===== config.mk =====
export PLATFORM = sky130hd
export DESIGN_NAME = stdp_table
export DESIGN_NICKNAME = d
export VERILOG_FILES = /design/src/hw/rtl/stdp_weight_update_defines.svh /design/src/hw/rtl/stdp_pkg.sv /design/src/hw/rtl/stdp_table.sv
export SDC_FILE = /design/constraint.sdc
export NUM_CORES = 2
export LEC_CHECK = 0
export BUFFER_PORTS_ARGS = -buffer_cell sky130_fd_sc_hd__buf_2
export CAP_MARGIN = 10
export CORE_ASPECT_RATIO = 0.9
export CORE_MARGIN = 10
export CORE_UTILIZATION = 45
export CTS_CLUSTER_SIZE = 25
export DETAILED_ROUTE_END_ITERATION = 16
export GPL_TIMING_DRIVEN = 0
export MAX_ROUTING_LAYER = met4
export RECOVER_POWER = 50
export SETUP_SLACK_MARGIN = 0.2
export SYNTH_ARGS = -nofsm -noshare
export SYNTH_HDL_FRONTEND = slang
export SYNTH_SLANG_ARGS = --single-unit
export TNS_END_PERCENT = 20

===== constraint.sdc =====
create_clock -name clk -period 3.6 [get_ports clk]
set_input_delay 0.72 -clock clk [delete_from_list [all_inputs] [get_ports clk]]
set_output_delay 0.72 -clock clk [all_outputs]
set_load 0.02 [all_outputs]

===== src/hw/rtl/stdp_weight_update_defines.svh =====
// Assertion macros shared by the STDP weight update RTL.
// Expects signals named clk and rst_n in the scope of each use.
`ifndef STDP_WEIGHT_UPDATE_DEFINES_SVH
`define STDP_WEIGHT_UPDATE_DEFINES_SVH

// The consequent must hold in the same cycle as the antecedent.
`define STDP_ASSERT_SAME(label, ante, cons, msg) \
  label: assert property (@(posedge clk) disable iff (!rst_n) (ante) |-> (cons)) \
    else $error(msg);

// The consequent must hold in the cycle after the antecedent.
`define STDP_ASSERT_NEXT(label, ante, cons, msg) \
  label: assert property (@(posedge clk) disable iff (!rst_n) (ante) |=> (cons)) \
    else $error(msg);

`endif


===== src/hw/rtl/stdp_pkg.sv =====
// Package for the STDP weight update block: widths, request and result types,
// action and register codes, and small helper functions. No dependencies.
`default_nettype none

package stdp_pkg;

  localparam int HISTORY_BITS   = 64;
  localparam int WEIGHT_BITS    = 32;
  localparam int TABLE_DEPTH    = 64;
  localparam int TABLE_AW       = $clog2(TABLE_DEPTH);
  localparam int HIST_AW        = $clog2(HISTORY_BITS);
  localparam int WIN_BITS       = 7;
  localparam int WIN_MAX        = 64;
  localparam int CFG_INDEX_BITS = 3;
  localparam int CFG_DATA_BITS  = 64;

  localparam logic [1:0] ACT_LOAD_PRE  = 2'd0;
  localparam logic [1:0] ACT_LOAD_POST = 2'd1;
  localparam logic [1:0] ACT_EVAL      = 2'd2;

  localparam logic [CFG_INDEX_BITS-1:0] CFG_POT_MASK = 3'd0;
  localparam logic [CFG_INDEX_BITS-1:0] CFG_DEP_MASK = 3'd1;
  localparam logic [CFG_INDEX_BITS-1:0] CFG_PRE_POST = 3'd2;
  localparam logic [CFG_INDEX_BITS-1:0] CFG_POST_PRE = 3'd3;
  localparam logic [CFG_INDEX_BITS-1:0] CFG_MIN_EXC  = 3'd4;
  localparam logic [CFG_INDEX_BITS-1:0] CFG_MAX_EXC  = 3'd5;
  localparam logic [CFG_INDEX_BITS-1:0] CFG_MIN_INH  = 3'd6;
  localparam logic [CFG_INDEX_BITS-1:0] CFG_MAX_INH  = 3'd7;

  typedef logic [HISTORY_BITS-1:0]       hist_t;
  typedef logic signed [WEIGHT_BITS-1:0] weight_t;
  typedef logic signed [WEIGHT_BITS:0]   wide_t;
  typedef logic [WIN_BITS-1:0]           win_t;

  typedef struct packed {
    logic [1:0]          action;
    logic [TABLE_AW-1:0] table_index;
    weight_t             table_value;
    hist_t               firing_history;
    weight_t             old_weight;
    weight_t             pending_change;
  } stdp_in_t;

  typedef struct packed {
    weight_t weight_change;
    weight_t new_weight;
  } stdp_out_t;

  typedef struct packed {
    logic                hit;
    logic                use_pre;
    logic [TABLE_AW-1:0] idx;
  } dist_sel_t;

  typedef enum logic [1:0] {
    WS_ZERO,
    WS_POS,
    WS_NEG
  } wsign_t;

  function automatic win_t clamp_window(win_t w);
    return (w > win_t'(WIN_MAX)) ? win_t'(WIN_MAX) : w;
  endfunction

  function automatic hist_t low_ones(win_t n);
    if (n >= win_t'(HISTORY_BITS)) begin
      return '1;
    end
    return (hist_t'(1) << n) - hist_t'(1);
  endfunction

endpackage

`default_nettype wire


===== src/hw/rtl/stdp_table.sv =====
// One 64-entry delta table with one write port and two registered read ports.
// Depends on stdp_pkg.
`default_nettype none

module stdp_table (
  input  logic                          clk,
  input  logic                          en,
  input  logic                          we,
  input  logic [stdp_pkg::TABLE_AW-1:0] waddr,
  input  stdp_pkg::weight_t             wdata,
  input  logic [stdp_pkg::TABLE_AW-1:0] raddr_a,
  input  logic [stdp_pkg::TABLE_AW-1:0] raddr_b,
  output stdp_pkg::weight_t             rdata_a,
  output stdp_pkg::weight_t             rdata_b
);
  import stdp_pkg::*;

  weight_t mem [TABLE_DEPTH];
  weight_t rdata_a_r;
  weight_t rdata_b_r;

  always_ff @(posedge clk) begin
    if (en && we) begin
      mem[waddr] <= wdata;
    end
  end

  always_ff @(posedge clk) begin
    if (en) begin
      rdata_a_r <= mem[raddr_a];
      rdata_b_r <= mem[raddr_b];
    end
  end

  assign rdata_a = rdata_a_r;
  assign rdata_b = rdata_b_r;

endmodule

`default_nettype wire

==> flow_metrics.tcl <==
set metrics [dict create \
    syn_nets 4571 \
    cts_tree "done" \
    r2r_cells 5 \
    critPathLaunchType "primary input" \
    worstSetupEndpointType "register" \
    clk_latency_ps 910 \
    initial_core_util_pct 45.21 \
    worstHoldPathCells 1 \
    wl_per_cell_um 55.75 \
    dieArea_mm2 0.2308 \
    grt_start_max_net_pins 65 \
    syn2layout_area_growth_pct 15.89 \
    place_congestion 1.064 \
    die_w_um 505.3 \
    ys_ff_latch 2112 \
    holdBufCountCts 0 \
    worstMarginPinSlew_ps 3682 \
    power.density_mw_per_mm2 506.3 \
    finalSetupViolations 41 \
    grt_pass1_vias 57870 \
    cp.required_ps 4130 \
    synthArstFlopShare_pct 0 \
    finish.utilization_pct 52.39 \
    max_clock_freq_ghz 0.2524 \
    maxSlewHeadroom_pct -145.5 \
    hp-class "primary input to register" \
    synth_cells 4518 \
    fin_hold_ws_ps 296.2 \
    postLayoutCellArea_mm2 0.1105 \
    drv_slew 1718 \
    avgSynthCellArea_um2 21.11 \
    cp_max_fo 11 \
    portBuffers 105 \
    violations "capacitance limit, slew limit, setup timing" \
    die_height_um 456.8 \
    ant_nets 0 \
    num-fill-cells 16614 \
    cts_num_sinks 2112 \
    ys.flop_type "edfxtp_1" \
    synth_cell_types 32 \
    synth-edff-count 2112 \
    drive_above_1_share_pct 39.35 \
    fin_skew_ps 36.14 \
    dr.pass1.iters 7 \
    finalHoldViolations 0 \
    ys_warn_count 0 \
    h-tree-depth 4 \
    wirelength_um 458800 \
    finalCriticalPeriod_ps 3963 \
    layout_setup_ws_ps -362.7 \
    drc 0 \
    grt_usage_pct 39.94 \
    status "finished with violations" \
    cts.clk_slew.worst_paths_ps 60 \
    tns_ps -4955 \
    rows 160 \
    grt_pass1_wl_um 582900 \
    rsz0062_at_grt "yes" \
    worstSetupPathType "primary input to register" \
    cp_data_arrival_time_ps 4500 \
    antenna_found_initial 81 \
    overflow 0 \
    finalCritPeriodShare_pct 110.1 \
    coreArea_mm2 0.2110 \
    syn_area_mm2 0.09539 \
    root_buffer "clkbuf_16" \
    leakage_uw 0.03376 \
    dp_hpwl_um 316500 \
    first_iter_violations 13334 \
    cap_violations 43 \
    clock_path_buffers 3 \
    peakVddDrop_uv 444.5 \
    final_nets 5041 \
    vias 62010 \
    placedInstanceArea_mm2 0.1028 \
    cts_buffers 217 \
    ioPinCount 117 \
    synth-seq-area-share_pct 66.48 \
    drt-vias-per-instance 7.536 \
]
cell type report:
type	instances	area, µm²	area share [%]
antenna	230	575.6	0.5206
buffer	365	2002	1.811
clock buffer	264	5670	5.129
clock inverter	131	1135	1.027
multi-input combinational	2039	31220	28.24
sequential	2112	63420	57.37
tap	2835	3547	3.209
timing repair buffer	253	2979	2.695
what timing repair did:
item	in CTS	in global routing
gates resized for setup	132	32
setup endpoints to repair	66	74
setup buffers	3	4
pin swaps	2	0
cloned	0	0
registers in the layout, summed over array words and instances, names as in the netlist:
register  count
mem        2048
rdata_a      32
rdata_b      32
synth_stat cells, drive strengths merged (6+ instances only):
library cell,n,area (µm²)
nor2,76,285.3
clkbuf,181,679.4
a211oi,31,232.7
a21oi,20,100.1
edfxtp,2112,63420
nor2b,57,356.6
nor3,23,115.1
mux4,1024,23060
nand2,45,168.9
a2111oi,15,219.0
mux2i,43,430.4
a22oi,195,1464
o221ai,99,867.1
and3,47,294.0
o22ai,129,807.0
nand3b,6,45.04
and2,6,37.54
mux2,84,945.9
buf,186,1087
or2,7,43.79
nand2b,17,106.4
nand3,100,500.5
metal layers:
layer / global-route usage, % / share of wire, % / vias to the layer above
met5: - / 0 / -
met4: 29.59 / 9.4 / 0
met3: 19.25 / 17 / 1388
met2: 51.78 / 40 / 6313
met1: 47.86 / 33 / 32955
li1: - / - / 21354
per-stage QoR:
step | setup slack (ps) | power, µW | instances
after floorplan | 259.6 | 30310 | 4518
after global placement | -4421 | 33380 | 7458
after detailed placement | -2143 | 33550 | 7591
after CTS | -160.0 | 55360 | 7988
after global routing | -89.19 | 56660 | 8208
final | -362.7 | 55970 | 8229
worst max-delay path: stages:
cell	delay, ps
buf_2	230
buf_2	530
buf_4	420
buf_4	500
mux2i_1	430
a221oi_1	160
nor2_1	1160
a311oi_1	260
cell families after synthesis:
kind of cell	count (synthesis)	share of synthesized area, %
and+or+nand+nor	390	2.095
DFF	2112	66.48
AOI/OAI and AO/OA	498	3.951
muxes	1151	25.62
buffers and inverters	367	1.852
path summary, 6_finish.rpt:
kind / startpoint / to / slack (ps)
max: raddr_b[2] / rdata_b[12] / -360
min: en / rdata_b[14] / 300
max reg2reg: mem[60][12] / rdata_b[12] / 430
min reg2reg: mem[10][30] / rdata_a[30] / 1010
power by group:
group | internal (µW) | switching [µW] | total [µW]
clock | 12300 | 10200 | 22500
sequential | 27300 | 59.2 | 27300
combinational | 1730 | 4430 | 6160
total | 41300 | 14700 | 56000
layout by cell type (no fill, tap or decap), types with 72 or more instances in the layout:
cell type  Yosys  final
clkbuf_1     181    193
buf_2        107    138
a22oi_1      195    188
edfxtp_1    2112   2112
mux2_2        84     84
o22ai_1      129     99
nand3_1      100     99
clkbuf_2       0    108
o221ai_1      99     72
mux4_2      1024   1024
clkbuf_16      0    220
diode_2        0    230
Power figures use the tool's default switching activity.
