==> src/hw/rtl/stdp_weight_update_defines.svh <==
// Assertion macros shared by the STDP weight update RTL.
// Expects signals named clk and rst_n in the scope of each use.
`ifndef STDP_WEIGHT_UPDATE_DEFINES_SVH
`define STDP_WEIGHT_UPDATE_DEFINES_SVH

// The consequent must hold in the same cycle as the antecedent.
`define STDP_ASSERT_SAME(label, ante, cons, msg) \
  label: assert property (@(posedge clk) disable iff (!rst_n) (ante) |-> (cons)) \
    else $error(msg);

// The consequent must hold in the cycle after the antecedent.
`define STDP_ASSERT_NEXT(label, ante, cons, msg) \
  label: assert property (@(posedge clk) disable iff (!rst_n) (ante) |=> (cons)) \
    else $error(msg);

`endif

==> src/hw/rtl/stdp_pkg.sv <==
// Package for the STDP weight update block: widths, request and result types,
// action and register codes, and small helper functions. No dependencies.
`default_nettype none

package stdp_pkg;

  localparam int HISTORY_BITS   = 64;
  localparam int WEIGHT_BITS    = 32;
  localparam int TABLE_DEPTH    = 64;
  localparam int TABLE_AW       = $clog2(TABLE_DEPTH);
  localparam int HIST_AW        = $clog2(HISTORY_BITS);
  localparam int WIN_BITS       = 7;
  localparam int WIN_MAX        = 64;
  localparam int CFG_INDEX_BITS = 3;
  localparam int CFG_DATA_BITS  = 64;

  localparam logic [1:0] ACT_LOAD_PRE  = 2'd0;
  localparam logic [1:0] ACT_LOAD_POST = 2'd1;
  localparam logic [1:0] ACT_EVAL      = 2'd2;

  localparam logic [CFG_INDEX_BITS-1:0] CFG_POT_MASK = 3'd0;
  localparam logic [CFG_INDEX_BITS-1:0] CFG_DEP_MASK = 3'd1;
  localparam logic [CFG_INDEX_BITS-1:0] CFG_PRE_POST = 3'd2;
  localparam logic [CFG_INDEX_BITS-1:0] CFG_POST_PRE = 3'd3;
  localparam logic [CFG_INDEX_BITS-1:0] CFG_MIN_EXC  = 3'd4;
  localparam logic [CFG_INDEX_BITS-1:0] CFG_MAX_EXC  = 3'd5;
  localparam logic [CFG_INDEX_BITS-1:0] CFG_MIN_INH  = 3'd6;
  localparam logic [CFG_INDEX_BITS-1:0] CFG_MAX_INH  = 3'd7;

  typedef logic [HISTORY_BITS-1:0]       hist_t;
  typedef logic signed [WEIGHT_BITS-1:0] weight_t;
  typedef logic signed [WEIGHT_BITS:0]   wide_t;
  typedef logic [WIN_BITS-1:0]           win_t;

  typedef struct packed {
    logic [1:0]          action;
    logic [TABLE_AW-1:0] table_index;
    weight_t             table_value;
    hist_t               firing_history;
    weight_t             old_weight;
    weight_t             pending_change;
  } stdp_in_t;

  typedef struct packed {
    weight_t weight_change;
    weight_t new_weight;
  } stdp_out_t;

  typedef struct packed {
    logic                hit;
    logic                use_pre;
    logic [TABLE_AW-1:0] idx;
  } dist_sel_t;

  typedef enum logic [1:0] {
    WS_ZERO,
    WS_POS,
    WS_NEG
  } wsign_t;

  function automatic win_t clamp_window(win_t w);
    return (w > win_t'(WIN_MAX)) ? win_t'(WIN_MAX) : w;
  endfunction

  function automatic hist_t low_ones(win_t n);
    if (n >= win_t'(HISTORY_BITS)) begin
      return '1;
    end
    return (hist_t'(1) << n) - hist_t'(1);
  endfunction

endpackage

`default_nettype wire

==> src/hw/rtl/stdp_dist.sv <==
// Finds the pre-fire and post-fire distances of one masked history region and
// picks the nearer table entry; a tie gives no hit. Depends on stdp_pkg.
`default_nettype none

module stdp_dist (
  input  stdp_pkg::hist_t     pre_v,
  input  stdp_pkg::hist_t     post_v,
  input  stdp_pkg::win_t      pw,
  output stdp_pkg::dist_sel_t sel
);
  import stdp_pkg::*;

  hist_t               pre_low;
  hist_t               post_rev;
  hist_t               post_low;
  logic [HIST_AW-1:0]  lo_pos;
  logic [HIST_AW-1:0]  rev_pos;
  logic [HIST_AW-1:0]  hi_pos;
  win_t                dt_pre_w;
  win_t                dt_post_w;
  logic [TABLE_AW-1:0] dt_pre;
  logic [TABLE_AW-1:0] dt_post;
  logic                has_pre;
  logic                has_post;
  logic                hit_pre;
  logic                hit_post;

  always_comb begin
    for (int i = 0; i < HISTORY_BITS; i++) begin
      post_rev[i] = post_v[HISTORY_BITS-1-i];
    end
  end

  assign pre_low  = pre_v & (~pre_v + hist_t'(1));
  assign post_low = post_rev & (~post_rev + hist_t'(1));

  always_comb begin
    lo_pos  = '0;
    rev_pos = '0;
    for (int i = 0; i < HISTORY_BITS; i++) begin
      lo_pos  = lo_pos  | (pre_low[i]  ? HIST_AW'(i) : '0);
      rev_pos = rev_pos | (post_low[i] ? HIST_AW'(i) : '0);
    end
  end

  assign hi_pos    = HIST_AW'(HISTORY_BITS - 1) - rev_pos;
  assign has_pre   = |pre_v;
  assign has_post  = |post_v;
  assign dt_pre_w  = win_t'(lo_pos) - pw;
  assign dt_post_w = pw - win_t'(1) - win_t'(hi_pos);
  assign dt_pre    = dt_pre_w[TABLE_AW-1:0];
  assign dt_post   = dt_post_w[TABLE_AW-1:0];
  assign hit_pre   = has_pre && (!has_post || (dt_pre < dt_post));
  assign hit_post  = has_post && (!has_pre || (dt_post < dt_pre));

  assign sel.hit     = hit_pre || hit_post;
  assign sel.use_pre = hit_pre;
  assign sel.idx     = hit_pre ? dt_pre : dt_post;

endmodule

`default_nettype wire

==> config.mk <==
export PLATFORM = sky130hd
export DESIGN_NAME = stdp_dist
export DESIGN_NICKNAME = d
export VERILOG_FILES = /design/src/hw/rtl/stdp_weight_update_defines.svh /design/src/hw/rtl/stdp_pkg.sv /design/src/hw/rtl/stdp_dist.sv
export SDC_FILE = /design/constraint.sdc
export NUM_CORES = 1
export LEC_CHECK = 0
export ABC_AREA = 1
export BUFFER_PORTS_ARGS = -buffer_cell sky130_fd_sc_hd__buf_2
export CAP_MARGIN = 0
export CELL_PAD_IN_SITES_DETAIL_PLACEMENT = 1
export CELL_PAD_IN_SITES_GLOBAL_PLACEMENT = 2
export CORE_MARGIN = 4
export CORE_UTILIZATION = 28
export DETAILED_ROUTE_END_ITERATION = 8
export PLACE_DENSITY_LB_ADDON = 0.2
export SYNTH_ARGS = -nofsm -noshare
export SYNTH_HDL_FRONTEND = slang
export SYNTH_SLANG_ARGS = --single-unit
==> constraint.sdc <==
create_clock -name vclk -period 10.43
set_input_delay 0.5215 -clock vclk [all_inputs]
set_output_delay 0.5215 -clock vclk [all_outputs]
set_load 0.01 [all_outputs]
==> metrics.cfg, run 1 <==
[synth]
synth_commonest_cells = nand2_1 (258), nor2_1 (240), inv_1 (149)
syn_inst = 1095
yosysMostFrequentCell = nand2_1
synth_area_leaders = nand2_1 (18%), nor2_1 (17%), nand3_1 (12%)
yosysSeqAreaShare_pct = 0
yosys_warnings = 0
synth.top_cell.area_share_pct = 17.85
syn_area_per_cell_um2 = 4.953
synth_top_area_cell = nand2_1
yosysUniqueCellTypes = 44
synth_nets = 1248
synth_area_um2 = 5424

[route]
firstDrtPassIters = 5
wl_um = 25430
routed-via-count = 7548
drc = 0
detail-route-antenna-nets = 0
drt_iter0_drc = 473
via_per_inst = 5.045
wl_per_cell_um = 17.00

[global_route]
grt_use_total_pct = 22.73
grt_max_degree = 9
antenna_found_initial = 0
grt_pass1_wl_um = 40280
grt_pass1_vias = 7567
gr-total-overflow = 0

[clock_tree]
hold_buffers = 0
post_cts_buffers = 0
cts_resized = 0

[critical_path]
cp.arrival_ps = 5260
cp_common_cell = nand2_1
cp_max_fo = 8
start_kind = primary input
critical_path.max_stage_delay_ps = 570
slowest_stage = nor3_1
crit_required_ps = 9910
critPathKind = in -> out
endpoint_kind = output port

[finish]
num-fill-cells = 2844
drive_gt1_share_pct = 21.20
area_growth_syn_to_layout_pct = 18.96
final_util_pct = 34.15
nets = 1391
flops_and_latches = 0
n_antenna_cell = 0
final-seq-area_um2 = 0
nClkBuffers = 0

[sta]
drv_slew = 0
slew_headroom_pct = 48.97
period_share_pct = 55.41
rsz0062_at_grt = no
fmax_ghz = 0.1730
tightest_slew_ps = 758.5
hold_violations = 0
final-setup-viol-count = 0
period_minus_slack_ps = 5779
whs_ps = 1525
setup_tns_ps = 0

[placed_design]
post-dp-hpwl_um = 23470
gp_congestion = 0.9681
io_buffer_count = 142

[floorplanning]
die_area_um2 = 21660
die_h_um = 147.2
die_x_um = 147.2
core-area_um2 = 18890
start_util_pct = 28.71
num_rows = 50
pin_count = 143

[status]
status = finished clean

[power]
p_per_area_nw_per_um2 = 24.83
power.total_uw = 160.2
leakagePower_uw = 0.003177
ir_worst_vdd_v = 0.00001092

[job]
maxCapViolations = 0

[worst_hold_path]
holdCritStartpoint = pw[0]
hold_depth = 4
min_path_type = in -> out
min_to = sel[0]

[layout by cell type (no fill, tap or decap), types with 2 or more instances in the layout]
cell       count
nor4_1        12
a221oi_1       2
nand4_1       56
inv_1        149
a21oi_1       16
o2111ai_1      2
o311ai_0       3
o21ai_1        3
xnor2_1        4
nor2_2        40
nor2_1       240
nor3_1        34
o22ai_1        2
buf_2        142
nand2_1      258
o21ai_0       15
nand2_2       22
ha_1          16
nand2_4        4
nor3b_1        5
nand3b_1       5
nand3_2       18
o221ai_1       2
and2_1         6
fa_1           2
nand3_1      129
nor2_4        24
nor3_2         3
xor2_1         3
o211ai_1       3
inv_2          3
[cell families (layout without fill, tap and decap cells)]
group	Yosys count	in the layout	share of synthesized area, %
buffers and inverters	153	294	10.66
AOI/OAI and AO/OA	54	54	6.160
xor gates and xnor gates	7	7	1.130
and+or+nand+nor	863	863	77.62
adders and majority gates	18	18	4.429
[per-stage QoR]
step	instances	area (um2)	worst slack, ps
final	1496	6452	4651
after global placement	1496	6452	4874
after global routing	1496	6452	4290
after detailed placement	1496	6452	4813
after floorplan	1095	5424	5983
after CTS	1496	6452	4782
[worst max-delay path by stage]
stage	from	endpoint	slack, ps
floorplan	pre_v[17]	sel[2]	5980
detailed placement	pre_v[3]	sel[5]	4810
global placement	pre_v[3]	sel[5]	4870
finish	post_v[35]	sel[5]	4650
CTS	pre_v[3]	sel[5]	4780
global route	pre_v[3]	sel[5]	4290
[per-layer routing]
metal  share of wire [%]  vias to the layer above  GRT usage (%)
met1                  49                     3474          33.15
met4                0.55                        0          1.212
met3                 5.4                       10          1.912
met5                   0                        -              0
li1                    -                     3881              -
met2                  45                      183          38.27
[critical path: cells and delay by family]
kind	cells	cell delay [ps]
AND/OR/NAND/NOR	23	3140
adder cells (fa/ha/maj)	2	500
AO/OA/AOI/OAI	2	300
XOR/XNOR	1	230
buffers and inverters	6	560
[where the power goes]
group	total [uW]	leakage [uW]	internal, uW	switching [uW]
clock network	0	0	0	0
logic	160	0.00318	56.4	104
registers	0	0	0	0
total	160	0.00318	56.4	104
[area by class of cell]
class                      count  area (um2)  share of cell area, %
multi-input combinational    942        4846                  75.10
timing repair buffer         142       710.7                  11.01
inverter                     152       570.5                  8.842
tap                          260       325.3                  5.042
No activity file was read; power rests on OpenSTA's default activity.
==> run 2: changes to the inputs <==
--- a/config.mk
+++ b/config.mk
@@ -11,7 +11,7 @@
 export CELL_PAD_IN_SITES_DETAIL_PLACEMENT = 1
 export CELL_PAD_IN_SITES_GLOBAL_PLACEMENT = 2
 export CORE_MARGIN = 4
-export CORE_UTILIZATION = 28
+export CORE_UTILIZATION = 24
 export DETAILED_ROUTE_END_ITERATION = 8
 export PLACE_DENSITY_LB_ADDON = 0.2
 export SYNTH_ARGS = -nofsm -noshare
==> constraint.sdc (replaced) <==
create_clock -name vclk -period 5.2
set_input_delay 0.26 -clock vclk [all_inputs]
set_output_delay 0.26 -clock vclk [all_outputs]
set_load 0.01 [all_outputs]
==> run 2 against run 1 <==
Critical path depth shrank 2; global-route usage shrank 2.2 points; wire length grew 4.7%.
==> metrics.cfg, run 2 (same netlist as run 1, synthesis figures left out) <==
[job]
maxCapViolations = 0

[critical_path]
start_kind = primary input
cp.arrival_ps = 4640
critical_path.max_stage_delay_ps = 510
cp_common_cell = nand2_1
critPathKind = in -> out
startpoint = pre_v[17]
cp_max_fo = 8
crit_required_ps = 4940
endpoint_kind = output port
slowest_stage = nor3_1

[floorplanning]
die_area_um2 = 25070
num_rows = 54
core-area_um2 = 22030
pin_count = 143
die_x_um = 158.3
start_util_pct = 24.63
die_h_um = 158.3

[sta]
tightest_slew_ps = 604.5
hold_violations = 0
slew_headroom_pct = 59.39
setup_tns_ps = 0
period_minus_slack_ps = 4899
final-setup-viol-count = 0
drv_slew = 0
whs_ps = 1022
period_share_pct = 94.21
fmax_ghz = 0.2041

[finish]
n_antenna_cell = 0
nets = 1401
final_cell_mix = nand2_1 (258), nor2_1 (234), inv_1 (148), buf_2 (142), nand3_1 (129)
layout_commonest_cell = nand2_1
drive_gt1_share_pct = 22.55
num-fill-cells = 3148
final_util_pct = 30.03
area_growth_syn_to_layout_pct = 21.96
flops_and_latches = 0
nClkBuffers = 0
final-seq-area_um2 = 0

[global_route]
grt_pass1_vias = 7650
grt_use_total_pct = 20.52
grt_pass1_wl_um = 41160
gr-total-overflow = 0
grt_max_degree = 9
antenna_found_initial = 0

[status]
status = finished clean

[route]
drc = 0
via_per_inst = 4.953
wl_per_cell_um = 17.45
drt_iter0_drc = 461
routed-via-count = 7558
wl_um = 26630
detail-route-antenna-nets = 0
firstDrtPassIters = 4

[placed_design]
io_buffer_count = 142
gp_congestion = 0.8655
post-dp-hpwl_um = 24460

[power]
p_per_area_nw_per_um2 = 49.20
power.total_uw = 325.5
leakagePower_uw = 0.003223
ir_worst_vdd_v = 0.00003477

[worst_hold_path]
min_path_type = in -> out
holdCritStartpoint = pw[0]

[clock_tree]
hold_buffers = 0

[run 2: cell types whose count changed in the layout (fill, tap and decap cells not counted), sizes merged]
cell      change
inv           -1
buf          +10
clkinvlp      +1
[run 2: power by group]
group	internal (uW)	switching [uW]
Clock	0	0
Combinational	114	211
Sequential	0	0
Total	114	211
[run 2: cell type report]
| class | instances | area [um2] | share of cell area, % |
|---|---|---|---|
| tap | 280 | 350.3 | 5.296 |
| timing repair buffer | 152 | 785.8 | 11.88 |
| inverter | 152 | 574.3 | 8.682 |
| multi-input combinational | 942 | 4905 | 74.14 |
[run 2: critical path, delay by kind of cell]
kind                       cells  cell delay, ps
adders and majority gates      2             540
xor gates and xnor gates       1             230
AOI/OAI and AO/OA              4             560
and+or+nand+nor               17            2270
buffers and inverters          8             770
[run 2: repair_timing]
action,4_1_cts,5_1_grt
endpoints found under the setup margin,0,8
hold endpoints to repair,0,0
gates resized for setup,0,16
buffers inserted,0,7
[run 2: final timing paths]
check | cells after the start | to | slack [ps]
max | 32 | sel[5] | 300
min | 4 | sel[0] | 1020
[run 2: through the flow]
| step | cells | setup WS (ps) | cell area [um2] |
|---|---|---|---|
| after floorplan | 1095 | 1276 | 5424 |
| after global placement | 1519 | 426.7 | 6500 |
| after detailed placement | 1519 | 303.3 | 6500 |
| after CTS | 1519 | 262.0 | 6500 |
| after global routing | 1526 | -9.900 | 6615 |
| final | 1526 | 301.0 | 6615 |
[run 2: layer usage]
| metal | track usage (%) | up-vias | wire length [um] |
|---|---|---|---|
| li1 | - | 3911 | - |
| met1 | 30.82 | 3471 | 13160 |
| met2 | 34.25 | 170 | 12050 |
| met3 | 0.9242 | 6 | 1296 |
| met4 | 0.8123 | 0 | 123 |
| met5 | 0 | - | 0 |
==> run 3: changes to the inputs <==
==> constraint.sdc (replaced) <==
create_clock -name vclk -period 5.2
set_input_delay 0.26 -clock vclk [all_inputs]
set_output_delay 0.26 -clock vclk [all_outputs]
set_load 0.02 [all_outputs]
==> run 3 against run 2 <==
Global-route usage about the same; critical path type unchanged; sequential share of layout area unchanged; cell count up 0.20%.
==> metrics.cfg, run 3 (same netlist as run 1, synthesis figures left out) <==
[placed_design]
dp_cells = 1519
post-dp-hpwl_um = 24490
gp_congestion = 0.8651
io_buffer_count = 142
post-place-ws_ps = 344.6

[route]
firstDrtPassIters = 5
wl_um = 26750
drt_iter0_drc = 379
detail-route-antenna-nets = 0
routed-via-count = 7596
drc = 0
wl_per_cell_um = 17.50
via_per_inst = 4.968

[critical_path]
cp_common_cell = nand2_1
cp.arrival_ps = 4460
critical_path.max_stage_delay_ps = 260
cp_max_fo = 8
critPathBufInv = 7
crit_required_ps = 4940
endpoint_kind = output port
critPathKind = in -> out
start_kind = primary input
slowest_stage = ha_1
critical-path-top-delay-family = simple AND/OR/NAND/NOR gates

[sta]
rsz0062_at_grt = no
tightest_slew_ps = 613.2
hold_violations = 0
drv_slew = 0
final-setup-viol-count = 0
setup_tns_ps = 0
fmax_ghz = 0.2119
slew_headroom_pct = 58.74
whs_ps = 1040
period_share_pct = 90.77
period_minus_slack_ps = 4720
finalWorstSetupSlack_ps = 480.0

[finish]
nets = 1404
area_growth_syn_to_layout_pct = 22.70
flops_and_latches = 0
nClkBuffers = 0
n_antenna_cell = 0
final-seq-area_um2 = 0
final_cell_mix = nand2_1 (257), nor2_1 (231), inv_1 (148), buf_2 (142), nand3_1 (129)
drive_gt1_share_pct = 22.98
final_util_pct = 30.21
layout_commonest_cell = nand2_1
num-fill-cells = 3115
final_cells = 1529

[power]
leakagePower_uw = 0.003252
ir_worst_vdd_v = 0.00004071
p_per_area_nw_per_um2 = 51.59

[status]
status = finished clean

[floorplanning]
pin_count = 143
die_area_um2 = 25070
num_rows = 54
core-area_um2 = 22030
die_h_um = 158.3
start_util_pct = 24.63
die_x_um = 158.3

[global_route]
grt_pass1_wl_um = 41030
grt_use_total_pct = 20.53
gr-total-overflow = 0
grt_max_degree = 9
grt_pass1_vias = 7600
antenna_found_initial = 0

[job]
maxCapViolations = 0

[worst_hold_path]
min_path_type = in -> out

[clock_tree]
hold_buffers = 0

[run 3: cell count changes in the layout (fill, tap and decap cells not counted), sizes merged]
cell      previous run  this run
clkinvlp             1         0
buf                152       155
inv                151       152
[run 3: through the flow]
step	cell area (um2)	power (uW)
2_1_floorplan	5424	184.6
3_3_place_gp	6500	334.1
3_5_place_dp	6500	338.0
4_1_cts	6500	339.5
5_1_grt	6655	385.9
6_report	6655	343.3
[run 3: area by class of cell]
class	instances	area, um2	share of cell area [%]
inverters	152	573.1	8.611
multi-input cells	942	4923	73.98
well taps	280	350.3	5.264
repair buffers	155	808.3	12.15
[run 3: what timing repair did]
action,CTS,global route
setup endpoints to repair,0,8
buffers inserted,0,10
gates resized for setup,0,23
[run 3: layer usage]
metal	vias up	routed length (um)	track usage [%]
met1	3491	13280	30.81
li1	3905	-	-
met3	15	1365	1.631
met2	185	11890	33.44
met5	-	0	0
met4	0	211	1.462
[run 3: final timing paths]
path  startpoint  endpoint  slack (ps)  depth (start not counted)
max   post_v[35]    sel[5]         480                         35
min        pw[0]    sel[0]        1040                          4
[run 3: where the power goes]
part | internal, uW | total, uW | switching [uW]
combinational | 116 | 343 | 227
sequential | 0 | 0 | 0
clock | 0 | 0 | 0
